## config.mk

```make
export PLATFORM = sky130hd
export DESIGN_NAME = c_string_unescape_core
export DESIGN_NICKNAME = d
export VERILOG_FILES = /design/src/rtl/csu_pkg.sv /design/src/rtl/c_string_unescape_core.sv /design/src/rtl/csu_decode.sv /design/src/rtl/csu_out_buf.sv
export SDC_FILE = /design/constraint.sdc
export NUM_CORES = 1
export LEC_CHECK = 0
export CORE_AREA = 3 3 111 113
export CTS_CLUSTER_SIZE = 24
export DETAILED_ROUTE_END_ITERATION = 7
export DIE_AREA = 0 0 114 116
export DONT_BUFFER_PORTS = 1
export PLACE_DENSITY = 0.43
export SYNTH_ARGS = -nofsm -noshare
export SYNTH_HDL_FRONTEND = slang
export SYNTH_SLANG_ARGS = --single-unit
```

## constraint.sdc

```tcl
create_clock -name aclk -period 6.26 [get_ports aclk]
set_clock_uncertainty 0.1 [all_clocks]
set_input_delay 0 -clock aclk [delete_from_list [all_inputs] [get_ports aclk]]
set_output_delay 0 -clock aclk [all_outputs]
set_load 0.02 [all_outputs]
```

## src/rtl/csu_pkg.sv

```systemverilog
// Shared types, character constants and helper functions for the C string unescape core.
// Used by csu_decode, csu_out_buf and the top level c_string_unescape_core.
package csu_pkg;

    typedef enum logic [1:0] {
        MODE_TEXT = 2'd0,
        MODE_ESC  = 2'd1,
        MODE_HEX1 = 2'd2,
        MODE_HEX2 = 2'd3
    } mode_t;

    localparam int unsigned MAX_RESULTS = 4;

    localparam logic [7:0] CH_NUL    = 8'h00;
    localparam logic [7:0] CH_BSLASH = 8'h5C;
    localparam logic [7:0] CH_N      = 8'h6E;
    localparam logic [7:0] CH_R      = 8'h72;
    localparam logic [7:0] CH_V      = 8'h76;
    localparam logic [7:0] CH_B      = 8'h62;
    localparam logic [7:0] CH_ZERO   = 8'h30;
    localparam logic [7:0] CH_X      = 8'h78;
    localparam logic [7:0] CH_LF     = 8'h0A;
    localparam logic [7:0] CH_CR     = 8'h0D;
    localparam logic [7:0] CH_VT     = 8'h0B;
    localparam logic [7:0] CH_BS     = 8'h08;

    // Results produced by one source byte, in output order from entry zero.
    typedef struct packed {
        logic [2:0]                   cnt;
        logic                         term;
        logic [MAX_RESULTS-1:0][7:0]  data;
    } bundle_t;

    function automatic logic is_hex(input logic [7:0] c);
        logic r;
        r = ((c >= 8'h30) && (c <= 8'h39)) ||
            ((c >= 8'h41) && (c <= 8'h46)) ||
            ((c >= 8'h61) && (c <= 8'h66));
        return r;
    endfunction

    function automatic logic [3:0] hex_val(input logic [7:0] c);
        logic [7:0] d;
        d = 8'h00;
        if ((c >= 8'h30) && (c <= 8'h39)) begin
            d = c - 8'h30;
        end else if ((c >= 8'h41) && (c <= 8'h46)) begin
            d = c - 8'h37;
        end else if ((c >= 8'h61) && (c <= 8'h66)) begin
            d = c - 8'h57;
        end
        return d[3:0];
    endfunction

endpackage

```

## src/rtl/c_string_unescape_core.sv

```systemverilog
// C string unescape core: decodes a C-escaped byte stream into raw bytes.
// Depends on csu_pkg, csu_decode and csu_out_buf.
//
// Source bytes enter on the s_ channel, one per transaction; a zero byte ends a string and
// causes a terminating NUL with m_tlast high. A source byte first lands in an input register,
// is decoded from there into between zero and four result bytes once the result register is
// free, and those are held in that result register, which sends one byte per cycle while the
// receiver is ready. The rate is one source byte per cycle as long as each byte yields at most
// one result and the receiver does not stall; a byte that yields several results holds the
// result register until its last one is taken, and the input register absorbs one further byte.
module c_string_unescape_core
    import csu_pkg::*;
(
    input  logic       aclk,
    input  logic       aresetn,
    input  logic       s_tvalid,
    output logic       s_tready,
    input  logic [7:0] s_tdata,   // [7:0] ch
    output logic       m_tvalid,
    input  logic       m_tready,
    output logic [7:0] m_tdata,   // [7:0] out_byte
    output logic       m_tlast
);

    logic       in_valid_reg, in_valid_next;
    logic [7:0] in_data_reg;
    logic       s_accept;
    logic       buf_load;
    logic       buf_free;
    bundle_t    bundle;

    assign buf_load = in_valid_reg && buf_free;
    assign s_tready = !in_valid_reg || buf_load;
    assign s_accept = s_tvalid && s_tready;

    always_comb begin
        in_valid_next = in_valid_reg;
        if (s_accept) begin
            in_valid_next = 1'b1;
        end else if (buf_load) begin
            in_valid_next = 1'b0;
        end
    end

    always_ff @(posedge aclk) begin
        if (!aresetn) begin
            in_valid_reg <= 1'b0;
        end else begin
            in_valid_reg <= in_valid_next;
        end
        if (s_accept) begin
            in_data_reg <= s_tdata;
        end
    end

    csu_decode u_decode (
        .aclk    (aclk),
        .aresetn (aresetn),
        .adv     (buf_load),
        .ch      (in_data_reg),
        .bundle  (bundle)
    );

    csu_out_buf u_out_buf (
        .aclk     (aclk),
        .aresetn  (aresetn),
        .bundle   (bundle),
        .load     (buf_load),
        .free     (buf_free),
        .m_tvalid (m_tvalid),
        .m_tready (m_tready),
        .m_tdata  (m_tdata),
        .m_tlast  (m_tlast)
    );

endmodule

```

## src/rtl/csu_decode.sv

```systemverilog
// Escape decoder: holds the escape state and turns one source byte into a bundle of results.
// Depends on csu_pkg.
module csu_decode
    import csu_pkg::*;
(
    input  logic       aclk,
    input  logic       aresetn,
    input  logic       adv,
    input  logic [7:0] ch,
    output bundle_t    bundle
);

    mode_t      mode_reg, mode_next;
    logic [7:0] fhc_reg, fhc_next;

    logic       p_cnt;
    logic [7:0] p_byte;
    logic       p_term;
    mode_t      p_mode;
    logic [7:0] p_fhc;
    logic [7:0] hex_byte;

    always_ff @(posedge aclk) begin
        if (!aresetn) begin
            mode_reg <= MODE_TEXT;
            fhc_reg  <= 8'h00;
        end else if (adv) begin
            mode_reg <= mode_next;
            fhc_reg  <= fhc_next;
        end
    end

    // Plain-text handling, also used after a malformed hex escape.
    always_comb begin
        p_byte = ch;
        p_term = 1'b0;
        p_cnt  = 1'b1;
        p_mode = MODE_TEXT;
        p_fhc  = fhc_reg;
        if (ch == CH_NUL) begin
            p_term = 1'b1;
            p_fhc  = 8'h00;
        end else if (ch == CH_BSLASH) begin
            p_cnt  = 1'b0;
            p_mode = MODE_ESC;
        end
    end

    assign hex_byte = {hex_val(fhc_reg), hex_val(ch)};

    always_comb begin
        bundle.cnt  = 3'd0;
        bundle.term = 1'b0;
        bundle.data = '0;
        mode_next   = MODE_TEXT;
        fhc_next    = fhc_reg;
        unique case (mode_reg)
            MODE_TEXT: begin
                bundle.data[0] = p_byte;
                bundle.cnt     = {2'b00, p_cnt};
                bundle.term    = p_term;
                mode_next      = p_mode;
                fhc_next       = p_fhc;
            end
            MODE_ESC: begin
                priority if (ch == CH_NUL) begin
                    bundle.data[0] = CH_BSLASH;
                    bundle.data[1] = CH_NUL;
                    bundle.cnt     = 3'd2;
                    bundle.term    = 1'b1;
                    fhc_next       = 8'h00;
                end else if (ch == CH_BSLASH) begin
                    bundle.data[0] = CH_BSLASH;
                    bundle.cnt     = 3'd1;
                end else if (ch == CH_N) begin
                    bundle.data[0] = CH_LF;
                    bundle.cnt     = 3'd1;
                end else if (ch == CH_R) begin
                    bundle.data[0] = CH_CR;
                    bundle.cnt     = 3'd1;
                end else if (ch == CH_V) begin
                    bundle.data[0] = CH_VT;
                    bundle.cnt     = 3'd1;
                end else if (ch == CH_B) begin
                    bundle.data[0] = CH_BS;
                    bundle.cnt     = 3'd1;
                end else if (ch == CH_ZERO) begin
                    bundle.data[0] = CH_BSLASH;
                    bundle.data[1] = CH_NUL;
                    bundle.cnt     = 3'd2;
                end else if (ch == CH_X) begin
                    mode_next = MODE_HEX1;
                end else begin
                    bundle.data[0] = CH_BSLASH;
                    bundle.data[1] = ch;
                    bundle.cnt     = 3'd2;
                end
            end
            MODE_HEX1: begin
                if (is_hex(ch)) begin
                    fhc_next  = ch;
                    mode_next = MODE_HEX2;
                end else begin
                    bundle.data[0] = CH_BSLASH;
                    bundle.data[1] = CH_X;
                    bundle.data[2] = p_byte;
                    bundle.cnt     = 3'd2 + {2'b00, p_cnt};
                    bundle.term    = p_term;
                    mode_next      = p_mode;
                    fhc_next       = p_fhc;
                end
            end
            MODE_HEX2: begin
                fhc_next = 8'h00;
                if (is_hex(ch)) begin
                    if (hex_byte == CH_NUL) begin
                        bundle.data[0] = CH_BSLASH;
                        bundle.data[1] = CH_NUL;
                        bundle.cnt     = 3'd2;
                    end else begin
                        bundle.data[0] = hex_byte;
                        bundle.cnt     = 3'd1;
                    end
                end else begin
                    bundle.data[0] = CH_BSLASH;
                    bundle.data[1] = CH_X;
                    bundle.data[2] = fhc_reg;
                    bundle.data[3] = p_byte;
                    bundle.cnt     = 3'd3 + {2'b00, p_cnt};
                    bundle.term    = p_term;
                    mode_next      = p_mode;
                end
            end
            default: begin
                mode_next = MODE_TEXT;
            end
        endcase
    end

endmodule

```

## src/rtl/csu_out_buf.sv

```systemverilog
// Result register: holds one decoded bundle and sends its bytes out one per cycle while m_tready is high.
// Depends on csu_pkg.
module csu_out_buf
    import csu_pkg::*;
(
    input  logic       aclk,
    input  logic       aresetn,
    input  bundle_t    bundle,
    input  logic       load,
    output logic       free,
    output logic       m_tvalid,
    input  logic       m_tready,
    output logic [7:0] m_tdata,
    output logic       m_tlast
);

    bundle_t    bundle_reg, bundle_next;
    logic [1:0] idx_reg, idx_next;
    logic       valid_reg, valid_next;
    logic [1:0] cnt_m1;
    logic       at_end;
    logic       take;

    assign cnt_m1   = 2'(bundle_reg.cnt - 3'd1);
    assign at_end   = (idx_reg == cnt_m1);
    assign take     = valid_reg && m_tready;
    assign free     = !valid_reg || (take && at_end);
    assign m_tvalid = valid_reg;
    assign m_tdata  = bundle_reg.data[idx_reg];
    assign m_tlast  = bundle_reg.term && at_end;

    always_comb begin
        bundle_next = bundle_reg;
        idx_next    = idx_reg;
        valid_next  = valid_reg;
        if (take) begin
            if (at_end) begin
                valid_next = 1'b0;
            end else begin
                idx_next = idx_reg + 2'd1;
            end
        end
        if (load && (bundle.cnt != 3'd0)) begin
            bundle_next = bundle;
            idx_next    = 2'd0;
            valid_next  = 1'b1;
        end
    end

    always_ff @(posedge aclk) begin
        if (!aresetn) begin
            valid_reg <= 1'b0;
            idx_reg   <= 2'd0;
        end else begin
            valid_reg <= valid_next;
            idx_reg   <= idx_next;
        end
        bundle_reg <= bundle_next;
    end

endmodule

```

== Yosys cells after proc, flatten, opt, wreduce, memory -nomap -nowiden ==
Cells that the tools add are included.
Widths: inputs -> output; s select.
Word-level totals
  register bits: 57
  output and inout bits: 11
  logic and storage cells: 143
Cells by class
  $add $sub $neg: 10
  order comparisons: 13
  eq/ne operators: 11
  mux-type cells: 64
  bitwise logic cells: 3
  reductions and logical operators: 30
Operator list (count)
  $mux 8: 14
  $eq 8x7->1 const B: 6
  $mux 16: 3
  $pmux 8 s3: 2
  $ge 8x7->1 const B: 4
  $le 8x7->1 const B: 4
  $pmux 8 s4: 1
  $mux 4: 7
  $mux 2: 13
  $mux 24: 1
  $mux 3: 8
  $mux 17: 1
  $bmux 8 s2: 1
  $ge 8x6->1 const B: 2
  $le 8x6->1 const B: 2
  $logic_not 8->1: 2
  $pmux 4 s4: 1
  $pmux 8 s2: 1
  $sub 4x3->4 const B: 4
  $mux 15: 1
  $logic_and 1x1->1: 12
  $mux 1: 9
  $eq 8x6->1 const B: 1
  $pmux 2 s4: 1
  16 further kinds: 30

== Depth between registers and ports, before layout ==
Gate-level depths: netlist of run 1.
  depth after elaboration: 14
  depth in mapped cells: 9

== By module ==
A second synthesis of run 1 with hierarchy kept.
Unflattened totals
  cell total of the unflattened synthesis: 305
  area, all modules: 3349.5 sq um
Modules (own cells, without submodules)
  csu_decode: times used 1, cells each 223, area each 1591.5 sq um, seq. area each 200.2 sq um
  csu_out_buf: times used 1, cells each 68, area each 1452.6 sq um, seq. area each 1111.1 sq um
  c_string_unescape_core: times used 1, cells each 14, area each 305.3 sq um, seq. area each 260.2 sq um

== Worst setup path after synthesis of run 1 ==
OpenSTA, ideal clock, no wires.
  path kind: flip-flop to flip-flop
  start: reg in_data_reg[0]
  end: reg u_out_buf.bundle_reg[0] in the netlist's numbering, enable pin
  setup time: 0.515 ns
  arrival time: 5.092 ns
  path slack: 0.554 ns
  cell stages (with the launch flop): 9
  cell sequence: edfxtp_1 clkbuf_8 inv_1 ha_1 inv_1 o311a_1 a21oi_2 nor3_1 nor4_1
On the way
  longest elaborated chain between the ends: 12
RTL lines
  from (decl): line c_string_unescape_core.sv:26  | logic [7:0] in_data_reg;
  from (signal assigned): line c_string_unescape_core.sv:52  | in_data_reg <= s_tdata;
  branches (longest 9 deep; another with $ge 8x7->1)
  $pmux 4 s4 (*): line csu_decode.sv:57  | unique case (mode_reg)
  $reduce_bool 3->1 (*): line csu_out_buf.sv:43  | if (load && (bundle.cnt != 3'd0)) begin
  $logic_and 1x1->1 (*): line csu_out_buf.sv:43
  to (signal assigned): line csu_out_buf.sv:58  | bundle_reg <= bundle_next;
  to (decl): line csu_out_buf.sv:17  | bundle_t bundle_reg, bundle_next;
Every way passes the cells marked *.
A chain may end at the register's enable or synchronous reset.

== Final worst setup path of run 1 ==
  start: reg in_data_reg[0]
  end: reg u_out_buf.valid_reg (netlist: u_out_buf.m_tvalid)
On the way
  longest elaborated chain between the ends: 14
RTL lines
  branches (longest 9 deep; another with $ge 8x7->1)
  $pmux 4 s4 (*): line csu_decode.sv:57
  $reduce_bool 3->1 (*): line csu_out_buf.sv:43
  $logic_and 1x1->1 (*): line csu_out_buf.sv:43
  $reduce_bool 2->1 (no line)
  $reduce_and 2->1 (no line)
  to (signal assigned): line csu_out_buf.sv:55  | valid_reg <= valid_next;
  to (decl): line csu_out_buf.sv:19  | logic valid_reg, valid_next;
Marks and branches as above.

==> results of run 1 <==
-- cell usage in the layout, fill, tap and decap left out, drive strengths merged, types with 3 or more instances in the layout --
cell	count
nand2	27
dlygate4sd3	12
a21oi	16
ha	8
xnor2	5
nor3	8
nand4b	3
a21o	6
o2111ai	3
clkbuf	13
buf	3
dfxtp	14
nor4	10
mux2i	3
inv	10
and2	8
nand3	5
nor2b	6
and3	4
mux4	8
a311oi	3
a22o	10
a21boi	8
nor2	12
o21ai	16
edfxtp	43
-- final timing paths --
check | slack [ps] | cells past startpoint | from | end
max | 3080 | 9 | in_data_reg[0] | u_out_buf.m_tvalid
min | 60 | 1 | s_tvalid | in_data_reg[6]
max reg2reg | 3080 | 9 | in_data_reg[0] | u_out_buf.m_tvalid
min reg2reg | 480 | 2 | u_decode.fhc_reg[4] | u_decode.fhc_reg[4]
-- through the flow --
| stage | hold WS (ps) | total power (W) | worst slack (ps) | area [um^2] | utilization [%] |
|---|---|---|---|---|---|
| 3_3_place_gp | -1.077 | 0.0005100 | 3238 | 3483 | 30.51 |
| 4_1_cts | 77.65 | 0.001004 | 3052 | 3896 | 34.12 |
| 5_1_grt | 90.66 | 0.001033 | 2765 | 3896 | 34.12 |
| 6_report | 59.93 | 0.0009870 | 3081 | 3896 | 34.12 |
| 2_1_floorplan | -1.131 | 0.0004962 | 553.6 | 3421 | - |
| 3_5_place_dp | -1.074 | 0.0005105 | 3139 | 3483 | 30.51 |
-- timing repair --
item | in CTS | in global routing
endpoints found under the setup margin | 0 | 0
hold endpoints to repair | 22 | 0
hold buffers | 12 | 0
-- metal layers --
metal / GRT usage (%) / share of wire, % / vias up / wire length, um
li1: - / - / 1186 / -
met1: 20.30 / 49 / 1192 / 4289
met2: 21.51 / 45 / 65 / 4000
met3: 3.290 / 4.5 / 6 / 394
met4: 5.463 / 1.2 / 0 / 108
met5: 0 / 0 / - / 0
-- cells by family after synthesis --
family,count (synthesis)
AO/OA/AOI/OAI,91
adder cells (fa/ha/maj),8
multiplexers,13
flip-flops,57
AND/OR/NAND/NOR,98
buffers and inverters,30
XOR/XNOR,7
-- power groups by stage --
stage	Combinational (W)	Sequential, W	Clock (W)
2_1_floorplan	0.0000577	0.000439	0
3_3_place_gp	0.0000606	0.000449	0
3_5_place_dp	0.0000605	0.000450	0
4_1_cts	0.0000679	0.000443	0.000493
5_1_grt	0.0000744	0.000445	0.000514
6_report	0.0000668	0.000442	0.000478
-- final cells by class --
cell class | instances | share of cell area [%]
Sequential cell | 57 | 40.33
Inverter | 10 | 0.9634
Tap cell | 143 | 4.592
Clock buffer | 13 | 6.423
Multi-Input combinational cell | 217 | 42.93
Timing Repair Buffer | 15 | 3.661
Clock inverter | 3 | 1.092
==> results.txt, run 1 <==
----------------------------------------------------
[Status]
  Outcome ... complete, no violations

[Timing]
  Setup total negative slack ... 0 ps
  Final worst path period share ... 50.78%
  Post-route minimum period ... 3179 ps
  Highest achievable clock rate ... 314.6 MHz
  Hold violation count in the final report ... 0
  Final setup viols ... 0
  Actual slew at the worst max-slew pin ... 841.2 ps
  Remaining max-slew budget at the tightest pin ... 43.45%
  Setup repair after global routing missed its margin ... false
  Final count of pins violating max slew ... 0

[Worst setup path]
  Peak per-stage delay on the critical path ... 550 ps
  Worst path top cell family by delay ... compound AO/OA/AOI/OAI gates
  Data arrival time of the critical path ... 3350 ps
  Crit Path Class ... flip-flop to flip-flop
  Worst-path cell with the longest stage delay ... sky130_fd_sc_hd__edfxtp_1
  Critical path buffers and inverters ... 3
  Cell occurring most often along the worst timing path ... sky130_fd_sc_hd__inv_1
  Largest fanout of any net on the critical path ... 11
  CP Capture Type ... flip-flop
  Data required time of the worst path ... 6430 ps
  Worst path cell trace ... inv_1 > ha_1 > inv_1 > o311a_1 > a21oi_2 > nor3_1 > nor4b_1 > o21a_1 > dlygate4sd3_1
  Critical path launch point type ... flip-flop

[Pwr]
  Worst VDD drop ... 0.2382 mV
  Switching power share of the total ... 21.95%
  Leakage power figure ... 1.318 nW
  Proportion of power drawn by flip-flops and latches ... 44.8%
  Switching power summed over all nets ... 0.0002167 W
  Power density of the placed cells ... 253.3 nW/um^2
  Clock power frac ... 48.4%
  Combinational power share ... 6.8%
  Cell internal power dissipation ... 0.0007703 W

[Logic synthesis]
  Proportion of netlist area held by the largest area contributor ... 37.75%
  Area share of and/or/nand/nor cells after synthesis ... 16.17%
  Fraction of the mapped netlist area in adder cells ... 2.926%
  Compound-Gate Fraction of Synth Area ... 21.03%
  Top cell type by total area after synthesis ... sky130_fd_sc_hd__edfxtp_1
  Portion of the post-synthesis area used by sequential elements ... 45.94%
  Cell with the most instances after synthesis ... sky130_fd_sc_hd__edfxtp_1
  Average footprint of a synthesized cell ... 11.25 um^2
  Share of synthesized area spent on multiplexers ... 6.803%
  Leading register cell type out of synthesis ... sky130_fd_sc_hd__edfxtp_1
  Total number of yosys warnings ... 0
  Main combinational cell family by area after synthesis ... compound AO/OA/AOI/OAI gates
  Main area contributors after synthesis ... sky130_fd_sc_hd__edfxtp_1 38%, sky130_fd_sc_hd__dfxtp_1 8.2%, sky130_fd_sc_hd__mux4_2 5.3%
  Synthesized flop and latch total ... 57
  Count of different cell masters after synthesis ... 74
  Most numerous cell types in the synthesized netlist ... 43 x sky130_fd_sc_hd__edfxtp_1, 27 x sky130_fd_sc_hd__nand2_1, 15 x sky130_fd_sc_hd__o21ai_0
  Fraction of synthesis flops using an asynchronous set or reset pin ... 0%
  Number of flops mapped to enable cells by yosys ... 43
  Net count of the mapped netlist ... 324
  Xor-xnor portion of the synthesized cell area ... 1.792%
  Post-Syn Instances ... 304
  Cell area after technology mapping ... 3421 um^2

[Global routing]
  Number of antenna violations at the first check in global routing ... 0
  Wire length of the first global-routing pass ... 14,430 um
  Via count of the first global-routing pass ... 2,522
  Global route overflow ... 0
  Global-route usage over all layers ... 14.38%
  Pin count of the biggest net entering global routing ... 36

[Layout]
  Antenna Cells ... 0
  Filler cell count ... 1,150
  Share of cells above drive strength 1 ... 14.60%
  Flip-flop count of the largest register, all copies and words added ... 35
  Area of the multi-input gates ... 1673 um^2
  Register area ... 1572 um^2
  Number of nets in the layout ... 330
  Number of standard cells in the final layout excluding fillers ... 458
  Area Overhead vs Synth ... 13.90%

[Clocking]
  Cts repair resizes ... 0
  Clock Sink Count ... 57
  Clock root cell ... sky130_fd_sc_hd__clkbuf_16
  CTS tree ... done
  Setup Fix Bufs, Post-CTS ... 0
  Clock slew at reported path FFs ... 50 ps
  TritonCTS Buffers ... 9
  Longest Clk Path Bufs ... 2
  CTS H-tree depth ... 3
  Clock latency on the worst-skew pair ... 320 ps

[Worst hold path]
  Worst min path class ... input pin to flip-flop

[Flow run]
  Number of max-cap violations ... 0

[Drt]
  Number of vias in the routed layout ... 2,449
  Routed wire length per instance ... 19.20 um
  Drt drc ... 0
  Number of nets still failing antenna checks after routing ... 0
  Avg Vias per Cell ... 5.347
  Final wirelength ... 8793 um
  First-pass detailed-route iteration total ... 4
  Initial DRC Count ... 118

[Die]
  CORE AREA ... 11,420 um^2
  Die footprint ... 13,220 um^2
  Number of primary I/O pins ... 23
  Die W ... 114 um
  Die Height ... 116 um
  Effective utilization at floorplan ... 29.96%
  # rows ... 39

[Place]
  Number of buffers added on ports ... 0
  Routability congestion estimate ... 0.8792
  Hpwl dp ... 6353 um
  Cell count after placement ... 430

----------------------------------------------------
No activity file was read; power rests on OpenSTA's default activity.
==> run 2: changes to the inputs <==
- ABC_AREA: unset -> 1
- CORE_AREA: 3 3 111 113 -> 3 3 107 109
- DIE_AREA: 0 0 114 116 -> 0 0 110 112
- clock period: 6.26 -> 3.1 ns (I/O delays scaled with it)
==> results.txt, run 2 <==
----------------------------------------------------
[Clocking]
  Clock root cell ... sky130_fd_sc_hd__clkbuf_8
  Longest Clk Path Bufs ... 2 (unchanged)
  Clock slew at reported path FFs ... 60 ps (about the same)
  Setup Fix Bufs, Post-CTS ... 0 (unchanged)
  CTS tree ... done
  Clock Sink Count ... 57 (unchanged)
  CTS H-tree depth ... 3 (unchanged)
  Clock latency on the worst-skew pair ... 340 ps (+20 ps)
  TritonCTS Buffers ... 9 (unchanged)

[Global routing]
  Global route overflow ... 0 (unchanged)
  Via count of the first global-routing pass ... 2,669 (+5.8%)
  Number of antenna violations at the first check in global routing ... 0 (unchanged)
  Pin count of the biggest net entering global routing ... 36 (unchanged)
  Wire length of the first global-routing pass ... 14,120 um (-2.1%)
  Global-route usage over all layers ... 15.09% (+0.70 points)

[Logic synthesis]
  Cell with the most instances after synthesis ... sky130_fd_sc_hd__nand2_1
  Main area contributors after synthesis ... sky130_fd_sc_hd__edfxtp_1 41%, sky130_fd_sc_hd__dfxtp_1 8.9%, sky130_fd_sc_hd__nand2_1 8.7%
  Fraction of synthesis flops using an asynchronous set or reset pin ... 0% (unchanged)
  Number of flops mapped to enable cells by yosys ... 43 (unchanged)
  Cell area after technology mapping ... 3167 um^2 (-7.4%)
  Average footprint of a synthesized cell ... 8.422 um^2 (-25%)
  Most numerous cell types in the synthesized netlist ... 73 x sky130_fd_sc_hd__nand2_1, 56 x sky130_fd_sc_hd__nor2_1, 46 x sky130_fd_sc_hd__inv_1
  Synthesized flop and latch total ... 57 (unchanged)
  Leading register cell type out of synthesis ... sky130_fd_sc_hd__edfxtp_1
  Portion of the post-synthesis area used by sequential elements ... 49.62% (+3.7 points)
  Count of different cell masters after synthesis ... 35 (-53%)
  Net count of the mapped netlist ... 396 (+22%)
  Top cell type by total area after synthesis ... sky130_fd_sc_hd__edfxtp_1
  Total number of yosys warnings ... 0 (unchanged)
  Proportion of netlist area held by the largest area contributor ... 40.77% (+3.0 points)
  Post-Syn Instances ... 376 (+24%)

[Status]
  Outcome ... complete, no violations

[Timing]
  Actual slew at the worst max-slew pin ... 640.6 ps (-200.6 ps)
  Final worst path period share ... 90.60% (+40 points)
  Highest achievable clock rate ... 356.1 MHz (+13%)
  Hold violation count in the final report ... 0 (unchanged)
  Final count of pins violating max slew ... 0 (unchanged)
  Remaining max-slew budget at the tightest pin ... 57.04% (+14 points)
  Setup repair after global routing missed its margin ... false
  Final setup viols ... 0 (unchanged)
  Setup total negative slack ... 0 ps (unchanged)
  Post-route minimum period ... 2808 ps (-370.2 ps)

[Place]
  Routability congestion estimate ... 0.9262 (+5.3%)
  Hpwl dp ... 6781 um (+6.7%)
  Cell count after placement ... 519 (+21%)
  Number of buffers added on ports ... 0 (unchanged)

[Drt]
  Avg Vias per Cell ... 4.905 (-8.3%)
  First-pass detailed-route iteration total ... 4 (unchanged)
  Final wirelength ... 8958 um (+1.9%)
  Drt drc ... 0 (unchanged)
  Number of nets still failing antenna checks after routing ... 0 (unchanged)
  Initial DRC Count ... 128 (+8.5%)
  Number of vias in the routed layout ... 2,678 (+9.4%)
  Routed wire length per instance ... 16.41 um (-15%)

[Worst hold path]
  Worst min path class ... input pin to flip-flop

[Die]
  Die Height ... 112 um (-3.4%)
  CORE AREA ... 10,700 um^2 (-6.3%)
  Number of primary I/O pins ... 23 (unchanged)
  Effective utilization at floorplan ... 29.60% (-0.36 points)
  Die footprint ... 12,320 um^2 (-6.8%)
  # rows ... 38 (-2.6%)
  Die W ... 110 um (-3.5%)

[Worst setup path]
  Largest fanout of any net on the critical path ... 35 (+24)
  Critical path launch point type ... flip-flop
  Peak per-stage delay on the critical path ... 410 ps (-140 ps)
  Worst path top cell family by delay ... simple AND/OR/NAND/NOR gates
  CP Capture Type ... flip-flop
  Crit Path Class ... flip-flop to flip-flop
  Worst reg-to-reg setup slack ... 290 ps (-2790 ps)
  Data required time of the worst path ... 3030 ps (-3400 ps)
  Critical path buffers and inverters ... 4 (+1)
  Worst path cell trace ... inv_2 > ha_1 > inv_1 > nand3_1 > nand3_4 > nand2_4 > nand3_1 > nand2_1 > nor2_1 > nand3_2 > nand2_2 > a21oi_4 > nand3_2 > nand2_2 > clkinvlp_4 > buf_12
  Worst-path cell with the longest stage delay ... sky130_fd_sc_hd__edfxtp_1
  Data arrival time of the critical path ... 2730 ps (-620 ps)

[Flow run]
  Number of max-cap violations ... 0 (unchanged)

[Layout]
  Area Overhead vs Synth ... 16.04%
  Number of standard cells in the final layout excluding fillers ... 546 (+19%)
  Antenna Cells ... 0 (unchanged)
  Number of nets in the layout ... 421 (+28%)
  Share of cells above drive strength 1 ... 12.32% (-2.3 points)
  Flip-flop count of the largest register, all copies and words added ... 35 (unchanged)
  Leading cell type in the layout, fill and taps excluded ... sky130_fd_sc_hd__nand2_1
  Highest-count cells in the layout ignoring fill and taps ... 73 x sky130_fd_sc_hd__nand2_1, 56 x sky130_fd_sc_hd__nor2_1, 45 x sky130_fd_sc_hd__inv_1, 43 x sky130_fd_sc_hd__edfxtp_1, 25 x sky130_fd_sc_hd__o21ai_0

[Pwr]
  Power density of the placed cells ... 466.2 nW/um^2 (+84%)
  Worst VDD drop ... 0.1905 mV (-20%)
  Leakage power figure ... 1.417 nW (+7.5%)

----------------------------------------------------
## run 2: cell types whose count changed after synthesis, moves of 9 or more
| cell | previous run | this run |
|---|---|---|
| sky130_fd_sc_hd__nand2_1 | 27 | 73 |
| sky130_fd_sc_hd__nor2_1 | 12 | 56 |
| sky130_fd_sc_hd__o21ai_0 | 15 | 25 |
| sky130_fd_sc_hd__inv_1 | 10 | 46 |
| sky130_fd_sc_hd__o22ai_1 | 1 | 19 |
| sky130_fd_sc_hd__nand3_1 | 5 | 18 |
| sky130_fd_sc_hd__a22o_1 | 9 | 0 |
## run 2: cells by family after synthesis
kind of cell,synth area share [%]
AO/OA/AOI/OAI,13.28
XOR/XNOR,0.8299
adder cells (fa/ha/maj),3.161
buffers and inverters,7.546
flip-flops,49.62
AND/OR/NAND/NOR,25.56
## run 2: worst reg2reg max path: stages (launching register included)
cell and delay (ps):
sky130_fd_sc_hd__edfxtp_1 410, sky130_fd_sc_hd__inv_2 100, sky130_fd_sc_hd__ha_1 240, sky130_fd_sc_hd__inv_1 100
sky130_fd_sc_hd__nand3_1 150, sky130_fd_sc_hd__nand3_4 170, sky130_fd_sc_hd__nand2_4 120, sky130_fd_sc_hd__nand3_1 120
sky130_fd_sc_hd__nand2_1 60, sky130_fd_sc_hd__nor2_1 160, sky130_fd_sc_hd__nand3_2 110, sky130_fd_sc_hd__nand2_2 120
sky130_fd_sc_hd__a21oi_4 70, sky130_fd_sc_hd__nand3_2 70, sky130_fd_sc_hd__nand2_2 80, sky130_fd_sc_hd__clkinvlp_4 100
sky130_fd_sc_hd__buf_12 200
## run 2: final cells by class
class                      count  area [um^2]
fill                        1128         7023
sequential                    57         1572
multi-input combinational    258         1361
inverter                      54        206.4
timing repair buffer          21        197.7
tap                          140        175.2
clock buffer                  10        127.6
clock inverter                 6        35.03
## run 2: stage by stage
step	total power, W	cell area [um^2]	hold WS [ps]	worst slack (ps)	utilization (%)
floorplan	0.001060	3171	-1.131	155.4	-
global placement	0.001132	3397	-1.075	353.1	31.75
detailed placement	0.001131	3397	-1.074	252.9	31.75
CTS	0.001732	3670	171.6	228.6	34.30
global route	0.001786	3675	175.9	33.34	34.35
finish	0.001713	3675	187.7	291.5	34.35
## run 2: path summary, 6_finish.rpt
check | startpoint | cells after the start | to
worst min register to register | u_decode.fhc_reg[7] | 2 | u_decode.fhc_reg[7]
worst min-delay path | s_tdata[5] | 1 | in_data_reg[5]
worst max-delay path | in_data_reg[0] | 16 | u_out_buf.bundle_reg[12]
worst max register to register | in_data_reg[0] | 16 | u_out_buf.bundle_reg[12]
## run 2: per-layer routing
layer  up-vias  share of wire, %  global-route usage [%]
met1      1275                46                   20.99
met4         0              0.90                   4.073
met3         7               6.0                   3.710
met5         -                 0                       0
li1       1329                 -                       -
met2        67                47                   23.30
## run 2: what timing repair did
item / CTS / global route
endpoints found under the setup margin: 0 / 35
hold buffers: 11 / 0
gates resized for setup: 0 / 1
hold endpoints to repair: 22 / 0
## run 2: where the power goes
group | switching [W] | internal (W) | total (W)
logic | 0.000155 | 0.0000695 | 0.000224
registers | 0.0000271 | 0.000874 | 0.000901
clock network | 0.000304 | 0.000284 | 0.000588
==> run 3: changes to the inputs <==
- CORE_AREA: 3 3 107 109 -> 3 3 96 98
- DIE_AREA: 0 0 110 112 -> 0 0 99 101
- PLACE_DENSITY: 0.43 -> 0.51
==> results.txt, run 3 (synthesis results as in run 2) <==
----------------------------------------------------
[Status]
  Outcome ... complete, no violations

[Timing]
  Setup repair after global routing missed its margin ... false
  Final setup viols ... 0 (unchanged)
  Highest achievable clock rate ... 352.3 MHz (-1.0%)
  Actual slew at the worst max-slew pin ... 624.7 ps (-15.96 ps)
  Setup total negative slack ... 0 ps (unchanged)
  Post-route minimum period ... 2838 ps (+29.65 ps)
  Final count of pins violating max slew ... 0 (unchanged)
  Hold violation count in the final report ... 0 (unchanged)
  Least setup slack across all paths after layout ... 261.9 ps (-29.65 ps)
  Remaining max-slew budget at the tightest pin ... 58.11% (+1.1 points)
  Final worst path period share ... 91.55% (+0.96 points)

[Worst setup path]
  Crit Path Class ... flip-flop to flip-flop
  Critical path launch point type ... flip-flop
  Startpoint of the worst setup timing path ... in_data_reg[1]
  Data arrival time of the critical path ... 2820 ps (+90 ps)
  Origin of the critical flop-to-flop path ... in_data_reg[1]
  Data required time of the worst path ... 3080 ps (+50 ps)
  CP Capture Type ... flip-flop
  Largest fanout of any net on the critical path ... 35 (unchanged)

[Drt]
  Number of vias in the routed layout ... 2,661 (-0.63%)
  Avg Vias per Cell ... 5.147 (+4.9%)
  First-pass detailed-route iteration total ... 5 (+1)
  Final wirelength ... 8616 um (-3.8%)
  Initial DRC Count ... 239 (+87%)
  Routed wire length per instance ... 16.67 um (+1.6%)
  Drt drc ... 0 (unchanged)
  Number of nets still failing antenna checks after routing ... 0 (unchanged)

[Die]
  Die Height ... 101 um (-9.8%)
  Number of primary I/O pins ... 23 (unchanged)
  # rows ... 34 (-11%)
  Die W ... 99 um (-10%)
  Die footprint ... 9999 um^2 (-19%)
  CORE AREA ... 8551 um^2 (-20%)
  Effective utilization at floorplan ... 37.04% (+7.4 points)

[Place]
  Routability congestion estimate ... 0.8835 (-4.6%)
  Hpwl dp ... 6483 um (-4.4%)
  Worst setup slack after placement ... 90.19 ps (-162.8 ps)
  Number of buffers added on ports ... 0 (unchanged)

[Clocking]
  Clock latency on the worst-skew pair ... 340 ps (about the same)
  Clock Sink Count ... 57 (unchanged)
  Clock root cell ... sky130_fd_sc_hd__clkbuf_8
  TritonCTS Buffers ... 9 (unchanged)
  Clock slew at reported path FFs ... 70 ps (about the same)
  CTS tree ... done
  CTS H-tree depth ... 3 (unchanged)
  Longest Clk Path Bufs ... 2 (unchanged)

[Global routing]
  Global-route usage over all layers ... 18.57% (+3.5 points)
  Number of antenna violations at the first check in global routing ... 0 (unchanged)
  Wire length of the first global-routing pass ... 14,250 um (+0.88%)
  Via count of the first global-routing pass ... 2,719 (+1.9%)
  Global route overflow ... 0 (unchanged)
  Pin count of the biggest net entering global routing ... 36 (unchanged)

[Layout]
  Share of cells above drive strength 1 ... 12.96% (+0.64 points)
  Antenna Cells ... 0 (unchanged)
  Highest-count cells in the layout ignoring fill and taps ... 73 x sky130_fd_sc_hd__nand2_1, 56 x sky130_fd_sc_hd__nor2_1, 45 x sky130_fd_sc_hd__inv_1, 43 x sky130_fd_sc_hd__edfxtp_1, 25 x sky130_fd_sc_hd__o21ai_0
  Leading cell type in the layout, fill and taps excluded ... sky130_fd_sc_hd__nand2_1
  Flip-flop count of the largest register, all copies and words added ... 35 (unchanged)
  Number of nets in the layout ... 424 (+0.71%)
  Area Overhead vs Synth ... 15.49%

[Pwr]
  Leakage power figure ... 1.431 nW (+1.0%)
  Power density of the placed cells ... 468.6 nW/um^2 (+0.50%)
  Worst VDD drop ... 0.2347 mV (+23%)
  Overall power of the completed layout ... 0.001714 W (about the same)

[Worst hold path]
  Launch point of the worst hold path ... s_tdata[6]
  Worst min path class ... input pin to flip-flop

[Flow run]
  Number of max-cap violations ... 0 (unchanged)

----------------------------------------------------
==> run 3: cell count changes in the layout (fill, tap and decap cells not counted) <==
cell,change
sky130_fd_sc_hd__buf_4,+3
==> run 3: power breakdown <==
part / leakage (nW) / switching [W] / internal, W
clock network: 0.0818 / 0.000305 / 0.000284
logic: 0.828 / 0.000155 / 0.0000710
registers: 0.521 / 0.0000258 / 0.000874
==> run 3: final timing paths <==
kind                                    to  slack (ps)  cells after the start
hold reg to reg        u_decode.fhc_reg[7]         350                      2
hold / removal              in_data_reg[6]         180                      1
setup reg to reg  u_out_buf.bundle_reg[29]         260                     16
setup / recovery  u_out_buf.bundle_reg[29]         260                     16
==> run 3: routing by layer <==
metal	up-vias	wire length (um)	track usage, %
met5	-	0	0
met4	0	203	6.723
met3	13	392	4.913
met2	70	4062	30.32
met1	1246	3958	23.73
li1	1332	-	-
==> run 3: cell type report <==
cell class,count,area (um^2)
multi-input combinational,258,1361
timing repair buffer,24,220.2
clock inverter,6,35.03
clock buffer,10,127.6
sequential,57,1572
tap,108,135.1
inverter,54,206.4
fill,875,4893
==> run 3: timing repair <==
item,CTS,global route
endpoints found under the hold margin,22,0
buffers inserted,0,1
endpoints found under the setup margin,0,35
resized for setup,0,1
hold buffers,11,0
==> run 3: per-stage QoR <==
stage,utilization (%),cells,hold WS [ps],instance area [um^2]
final,42.77,517,183.8,3657
after global routing,42.77,517,173.6,3657
after floorplan,-,376,-1.131,3171
after global placement,39.44,489,-1.078,3372
after CTS,42.63,516,173.6,3645
after detailed placement,39.44,489,-1.076,3372
==> run 3: critical path: stages, from the launching register on <==
cell	delay [ps]
sky130_fd_sc_hd__edfxtp_1	390
sky130_fd_sc_hd__inv_1	210
sky130_fd_sc_hd__ha_1	250
sky130_fd_sc_hd__inv_1	90
sky130_fd_sc_hd__nand3_1	160
sky130_fd_sc_hd__nand3_4	130
sky130_fd_sc_hd__nand2_4	170
sky130_fd_sc_hd__nand3_1	120
sky130_fd_sc_hd__nand2_1	70
sky130_fd_sc_hd__nor2_1	60
sky130_fd_sc_hd__nand3_2	80
sky130_fd_sc_hd__nand2_2	90
sky130_fd_sc_hd__a21oi_4	160
sky130_fd_sc_hd__nand3_2	90
sky130_fd_sc_hd__nand2_2	110
sky130_fd_sc_hd__clkinvlp_4	100
sky130_fd_sc_hd__buf_12	180
